[config.mk]
export PLATFORM = sky130hd
export DESIGN_NAME = playfair_digraph_cipher
export DESIGN_NICKNAME = d
export VERILOG_FILES = /design/src/hdl/plfr_pkg.sv /design/src/hdl/playfair_digraph_cipher.sv
export SDC_FILE = /design/constraint.sdc
export NUM_CORES = 2
export LEC_CHECK = 0
export BUFFER_PORTS_ARGS = -buffer_cell sky130_fd_sc_hd__buf_2
export CORE_AREA = 2 2 295 297
export CTS_CLUSTER_DIAMETER = 40
export DETAILED_ROUTE_END_ITERATION = 12
export DIE_AREA = 0 0 297 299
export RECOVER_POWER = 25
export SYNTH_ARGS = -nofsm -noshare
export SYNTH_HDL_FRONTEND = slang
export SYNTH_SLANG_ARGS = --single-unit
[constraint.sdc]
create_clock -name clk -period 7.28 [get_ports clk]
set_input_delay 0.728 -clock clk [delete_from_list [all_inputs] [get_ports clk]]
set_output_delay 0.728 -clock clk [all_outputs]
set_load 0.005 [all_outputs]
[src/hdl/plfr_pkg.sv]
package plfr_pkg;

	localparam int SIDE = 5;
	localparam int LETTER_W = 5;
	localparam int SQUARE_W = SIDE * SIDE * LETTER_W;
	localparam int CFG_W = 50;

	typedef logic [LETTER_W-1:0] letter_t;
	typedef logic [SQUARE_W-1:0] square_t;

	localparam letter_t LETTER_I = 5'd8;
	localparam letter_t LETTER_J = 5'd9;
	localparam letter_t PAD_RESET = 5'd23;

	typedef enum logic [2:0] {
		REG_SQUARE_LOW   = 3'd0,
		REG_SQUARE_MID   = 3'd1,
		REG_SQUARE_HIGH  = 3'd2,
		REG_DECRYPT_MODE = 3'd3,
		REG_PAD_LETTER   = 3'd4
	} reg_index_t;

	typedef struct packed {
		logic       hit;
		logic [2:0] row;
		logic [2:0] col;
	} loc_t;

	// 25 parallel compares, highest entry wins
	function automatic loc_t scan(square_t sq, letter_t l);
		loc_t r;
		r = '0;
		for (int row = 0; row < SIDE; row++) begin
			for (int col = 0; col < SIDE; col++) begin
				if (sq[(row*SIDE+col)*LETTER_W +: LETTER_W] == l) begin
					r.hit = 1'b1;
					r.row = 3'(row);
					r.col = 3'(col);
				end
			end
		end
		return r;
	endfunction

	// missing letters count as I, and as entry 0 when I is missing too
	function automatic loc_t locate(square_t sq, letter_t l, loc_t loc_i);
		loc_t s;
		s = scan(sq, l);
		if (s.hit) begin
			return s;
		end else if (loc_i.hit) begin
			return loc_i;
		end
		return '0;
	endfunction

	function automatic letter_t cell_at(square_t sq, logic [2:0] row, logic [2:0] col);
		logic [4:0] e;
		logic [6:0] base;
		e = {row, 2'b00} + 5'(row) + 5'(col);
		base = 7'(e) * 7'd5;
		return sq[base +: LETTER_W];
	endfunction

	function automatic logic [2:0] wrap_step(logic [2:0] v, logic dec);
		if (dec) begin
			return (v == 3'd0) ? 3'd4 : v - 3'd1;
		end
		return (v == 3'd4) ? 3'd0 : v + 3'd1;
	endfunction

	// returns {first, second}
	function automatic logic [2*LETTER_W-1:0] pair_rule(square_t sq, loc_t pa, loc_t pb,
			logic dec);
		letter_t oa;
		letter_t ob;
		if (pa.row == pb.row) begin
			oa = cell_at(sq, pa.row, wrap_step(pa.col, dec));
			ob = cell_at(sq, pb.row, wrap_step(pb.col, dec));
		end else if (pa.col == pb.col) begin
			oa = cell_at(sq, wrap_step(pa.row, dec), pa.col);
			ob = cell_at(sq, wrap_step(pb.row, dec), pb.col);
		end else begin
			oa = cell_at(sq, pa.row, pb.col);
			ob = cell_at(sq, pb.row, pa.col);
		end
		return {oa, ob};
	endfunction

endpackage

[src/hdl/playfair_digraph_cipher.sv]
// an item passes through the input register and then the result buffer; the input
// register holds its item while the result buffer is busy, and the block can take a new
// item while the result buffer drains the last one. The output gives one result letter per
// cycle while out_ready is high; an item produces 0 to 4 letters (2 for a typical pair)
// reset: asynchronous, active low; clears the key square, mode, held letter and
// all valid state, and loads the pad letter with X
module playfair_digraph_cipher (
	input  logic                   clk,
	input  logic                   arst_n,
	input  logic                   cfg_en,
	input  logic [2:0]             cfg_index,
	input  logic [plfr_pkg::CFG_W-1:0] cfg_data,
	input  logic                   in_valid,
	output logic                   in_ready,
	input  logic [4:0]             letter_in,
	input  logic                   message_end,
	output logic                   out_valid,
	input  logic                   out_ready,
	output logic [4:0]             letter_out,
	output logic                   run_last,
	output logic                   message_done
);
	import plfr_pkg::*;

	// configuration
	logic [49:0] sq_low_q;
	logic [49:0] sq_mid_q;
	logic [24:0] sq_high_q;
	logic        dec_q;
	letter_t     pad_q;
	square_t     sq;

	// first letter of an open pair
	letter_t held_q;
	logic    held_v_q;

	// input register
	logic    v_s1;
	logic    p0_s1;
	logic    p1_s1;
	logic    dec_s1;
	logic    end_s1;
	letter_t pad_s1;
	letter_t a0_s1;
	letter_t b0_s1;
	letter_t a1_s1;
	letter_t b1_s1;

	// result buffer
	letter_t    res_q [4];
	logic [2:0] cnt_q;
	logic [1:0] pos_q;
	logic       end_q;

	// next-state of the pairing logic
	letter_t lin;
	letter_t held_n;
	logic    hv_n;
	logic    p0_n;
	logic    p1_n;
	letter_t a0_n;
	letter_t b0_n;
	letter_t a1_n;
	letter_t b1_n;

	// rule evaluation
	loc_t                  loc_i;
	loc_t                  l0a;
	loc_t                  l0b;
	loc_t                  l1a;
	loc_t                  l1b;
	logic [2*LETTER_W-1:0] r0;
	logic [2*LETTER_W-1:0] r1;
	logic [2:0]            n_res;

	logic in_go;
	logic out_go;
	logic last;
	logic buf_free;
	logic s1_go;

	assign sq = {sq_high_q, sq_mid_q, sq_low_q};

	assign out_valid = (cnt_q != 3'd0);
	assign last = ({1'b0, pos_q} == (cnt_q - 3'd1));
	assign out_go = out_valid && out_ready;
	assign buf_free = (cnt_q == 3'd0) || (out_go && last);
	assign s1_go = v_s1 && buf_free;
	assign in_ready = !v_s1 || buf_free;
	assign in_go = in_valid && in_ready;

	assign letter_out = res_q[pos_q];
	assign run_last = last;
	assign message_done = last && end_q;

	always_ff @(posedge clk or negedge arst_n) begin
		if (!arst_n) begin
			sq_low_q <= '0;
			sq_mid_q <= '0;
			sq_high_q <= '0;
			dec_q <= 1'b0;
			pad_q <= PAD_RESET;
		end else if (cfg_en) begin
			unique case (cfg_index)
				REG_SQUARE_LOW:   sq_low_q <= cfg_data[49:0];
				REG_SQUARE_MID:   sq_mid_q <= cfg_data[49:0];
				REG_SQUARE_HIGH:  sq_high_q <= cfg_data[24:0];
				REG_DECRYPT_MODE: dec_q <= cfg_data[0];
				REG_PAD_LETTER:   pad_q <= cfg_data[4:0];
				default: ;
			endcase
		end
	end

	// pairing: decides which pairs this letter closes and what stays held
	always_comb begin
		lin = (!dec_q && letter_in == LETTER_J) ? LETTER_I : letter_in;
		held_n = held_q;
		hv_n = held_v_q;
		p0_n = 1'b0;
		p1_n = 1'b0;
		a0_n = held_q;
		b0_n = lin;
		a1_n = lin;
		b1_n = pad_q;
		if (!dec_q) begin
			if (held_v_q) begin
				p0_n = 1'b1;
				if (held_q == lin) begin
					// doubled letter: pad the held one, keep the new one
					b0_n = pad_q;
					held_n = lin;
					p1_n = message_end;
				end else begin
					hv_n = 1'b0;
				end
			end else begin
				held_n = lin;
				hv_n = 1'b1;
				if (message_end) begin
					p0_n = 1'b1;
					a0_n = lin;
					b0_n = pad_q;
				end
			end
		end else begin
			if (held_v_q) begin
				p0_n = 1'b1;
				hv_n = 1'b0;
			end else if (!message_end) begin
				held_n = lin;
				hv_n = 1'b1;
			end
		end
		if (message_end) begin
			hv_n = 1'b0;
		end
	end

	always_ff @(posedge clk or negedge arst_n) begin
		if (!arst_n) begin
			held_q <= '0;
			held_v_q <= 1'b0;
			v_s1 <= 1'b0;
		end else begin
			if (in_go) begin
				held_q <= held_n;
				held_v_q <= hv_n;
				v_s1 <= 1'b1;
			end else if (s1_go) begin
				v_s1 <= 1'b0;
			end
		end
	end

	always_ff @(posedge clk) begin
		if (in_go) begin
			p0_s1 <= p0_n;
			p1_s1 <= p1_n;
			dec_s1 <= dec_q;
			end_s1 <= message_end;
			pad_s1 <= pad_q;
			a0_s1 <= a0_n;
			b0_s1 <= b0_n;
			a1_s1 <= a1_n;
			b1_s1 <= b1_n;
		end
	end

	always_comb begin
		loc_i = scan(sq, LETTER_I);
		l0a = locate(sq, a0_s1, loc_i);
		l0b = locate(sq, b0_s1, loc_i);
		l1a = locate(sq, a1_s1, loc_i);
		l1b = locate(sq, b1_s1, loc_i);
		r0 = pair_rule(sq, l0a, l0b, dec_s1);
		r1 = pair_rule(sq, l1a, l1b, dec_s1);
		if (!p0_s1) begin
			n_res = 3'd0;
		end else if (dec_s1) begin
			// a decoded second letter equal to the pad is dropped
			n_res = (r0[LETTER_W-1:0] != pad_s1) ? 3'd2 : 3'd1;
		end else begin
			n_res = p1_s1 ? 3'd4 : 3'd2;
		end
	end

	always_ff @(posedge clk or negedge arst_n) begin
		if (!arst_n) begin
			cnt_q <= '0;
			pos_q <= '0;
		end else if (s1_go) begin
			cnt_q <= n_res;
			pos_q <= '0;
		end else if (out_go) begin
			if (last) begin
				cnt_q <= '0;
			end else begin
				pos_q <= pos_q + 2'd1;
			end
		end
	end

	always_ff @(posedge clk) begin
		if (s1_go) begin
			res_q[0] <= r0[2*LETTER_W-1:LETTER_W];
			res_q[1] <= r0[LETTER_W-1:0];
			res_q[2] <= r1[2*LETTER_W-1:LETTER_W];
			res_q[3] <= r1[LETTER_W-1:0];
			end_q <= end_s1;
		end
	end

endmodule

==> metrics.md <==
| Metric | Value |
|---|---|
| Arr. time, crit path | 7.90 ns |
| Final worst hold slack | 0.387 ns |
| DIE AREA | 0.0888 mm^2 |
| Placement row count | 108 |
| Clock slew seen by the registers of the worst setup and hold paths | 0.12 ns |
| Worst-case setup slack after placement | -0.997 ns |
| Vias in the first global route | 42600 |
| Status | finished with violations |
| Most common cell after layout, fill and taps aside | buf_4 |
| Worst Hold Path Cells | 2 |
| Portion of the post-synthesis area used by sequential elements | 0.129 |
| Insertion delay of the later-clocked pin in the worst-skew pair | 0.54 ns |
| Post-Synthesis Cells | 4971 |
| Violations in the final reports | design-rule violations, max-capacitance violations, max-slew violations, negative setup slack |
| Max Freq | 133 MHz |
| Pin count of the biggest net entering global routing | 75 |
| HPWL after detailed placement | 167000 um |
| Data required time of the worst path | 7.67 ns |
| Dominant delay contributor by cell family on the critical path | compound AO/OA/AOI/OAI gates |
| Wire length of the first global-routing pass | 305000 um |
| Height of the die | 299 um |
| Antenna violations before repair | 11 |
| Final-report hold violation count | 0 |
| Number of input and output port buffers inserted | 72 |
| Asr flop ratio synth | 0.761 |
| Unrepaired setup endpoints after global routing | true |
| Type of element launching the critical path | register |
| Critical-path maximum fanout | 6 |
| GRT overflow | 0 |
| Commonest non-fill, non-tap cells in the layout | 1119 x buf_4, 682 x nand2_1, 456 x mux2i_1, 296 x xnor2_1, 259 x xor2_1 |
| Mean routed wirelength per cell | 31.8 um |
| Mean Syn Cell Area | 7.71 um^2 |
| Final critical delay including setup and external delays | 7.50 ns |
| Transition time at the pin with the least slew margin | 4.47 ns |
| Iteration-0 DRC count of the detailed router | 6857 |
| Depth of the critical timing path with buffers and inverters included | 33 |
| Final net count | 5986 |
| CP most frequent cell | buf_4 |
| Total of flip-flops plus latches after synthesis | 188 |
| Count of clock tree sinks | 188 |
| CP Buf/Inv Count | 8 |
| Class of the most critical setup path | reg -> reg |
| Clock tree from TritonCTS | built |
| Core Box Area | 0.0859 mm^2 |
| Syn_nets | 5215 |
| Last weighted congestion value of the routability-driven placer | 1.13 |
| Mapped cell area | 0.0383 mm^2 |
| Ratio of cells with drive above 1 in the final layout | 0.362 |
| Number of different library cells in the post-synthesis netlist | 118 |
| Final routed DRC violation total | 2 |
| ANT nets after route | 0 |
| Gr usage total | 0.470 |
| Longest individual stage delay on the worst path | 0.64 ns |
| Warning count from the yosys run | 0 |
| Class of the most critical hold timing path | in -> reg |
| Pre-Repair DR Iteration Count | 12 |
| Total CTS buffers | 17 |
| Fin worst setup slack | -0.224 ns |
| Total length of routed wires | 220000 um |
| Number of enable-type register cells in the synthesized netlist | 45 |
| Count of endpoints failing setup in the final report | 6 |
| Initial Utilization | 0.446 |
| Relative max-transition margin | -1.98 |
| Logic depth of the worst register-to-register path | 33 |
| Root Buffer Master | clkbuf_16 |
| Post-route clock period utilization | 1.03 |
| H-tree lvl count | 4 |
| Fin Clk Skew | 0.0324 ns |
| Worst-path cell with the longest stage delay | fa_2 |
| Growth of design area from synthesis to finish | 34.1% |
| Maximum clock insertion buffer count | 2 |
| Vias per cell | 6.68 |
| Maximum capacitance violations | 2 |
| IO Count | 73 |
| Finished Core Util | 0.597 |
| Detailed-route via count | 46200 |
| Number of slew-limit violations in the final report | 98 |
| Die extent in x | 297 um |
| Category of the worst setup path capture point | register |
| Predominant post-synthesis flop cell | dfrtp_1 |
==> sequential cells by signal, summed over array words and instances, names as in the netlist <==
name       cells
sq_low_q      50
sq_mid_q      50
sq_high_q     25
res_q         20
a0_s1          5
a1_s1          5
b0_s1          5
b1_n           5
b1_s1          5
held_q         5
cnt_q          3
pos_q          2
dec_q          1
dec_s1         1
end_q          1
end_s1         1
held_v_q       1
p0_s1          1
p1_s1          1
v_s1           1
==> cell usage after synthesis, types with 45 or more instances <==
library cell	number	area [um^2]
a211oi_1	80	601
a21oi_1	253	1270
a31oi_1	55	344
and3_1	48	300
buf_2	254	1270
buf_4	57	428
clkbuf_1	246	923
dfrtp_1	139	3480
edfxtp_1	45	1350
ha_1	152	1900
inv_1	68	255
mux2_2	235	2650
mux2i_1	466	4660
nand2_1	697	2620
nand3_1	267	1340
nor2_1	233	875
nor3_1	165	826
o211ai_1	55	413
o21ai_0	107	536
xnor2_1	313	2740
xor2_1	278	2430
==> final cells by class <==
| cell class | instances | area [um^2] |
|---|---|---|
| antenna | 8 | 20.0 |
| sequential | 188 | 4950 |
| fill | 7821 | 34600 |
| inverter | 69 | 264 |
| clock buffer | 17 | 425 |
| timing repair buffer | 1350 | 11300 |
| clock inverter | 15 | 220 |
| multi-input combinational | 4116 | 32700 |
| tap | 1155 | 1450 |
==> kinds of logic after synthesis <==
kind of cell,synth area share
buf+inv,0.0828
mux,0.216
simple gates,0.193
flops,0.129
xor+xnor,0.136
compound gates,0.179
fa+ha+maj,0.0643
==> per-stage QoR <==
stage,std cells,area [um^2],TNS (ns)
after floorplan,4971,38300,0
after global placement,6769,47000,-10.06
after detailed placement,6769,47000,-10.82
after CTS,6842,49000,-0.191
after global routing,6910,51300,-2.64
final,6918,51300,-0.742
==> path summary, 6_finish.rpt <==
kind	startpoint	endpoint	slack, ns
worst max-delay path	sq_low_q[17]	res_q[2][4]	-0.22
worst min-delay path	in_valid	v_s1	0.39
worst max register to register	sq_low_q[17]	res_q[2][4]	-0.22
worst min register to register	cnt_q[1]	cnt_q[1]	0.54
max in group asynchronous	arst_n	sq_low_q[10]	2.63
min in group asynchronous	arst_n	held_q[4]	1.76
==> repair_timing <==
action	CTS	global route
hold buffers	0	0
cloned	3	5
buffers inserted	43	77
endpoints found under the setup margin	22	22
pin swaps	81	172
resized for setup	198	372
==> metal layers <==
layer,part of all wire,global-route usage,vias up
met5,0.0010,0.0116,-
met4,0.088,0.338,14
met3,0.15,0.161,900
met2,0.38,0.635,3707
met1,0.38,0.618,22200
li1,-,-,19400
Power is not shown: default switching activity piles up to over one toggle a cycle in this logic, so the estimate is an artifact.
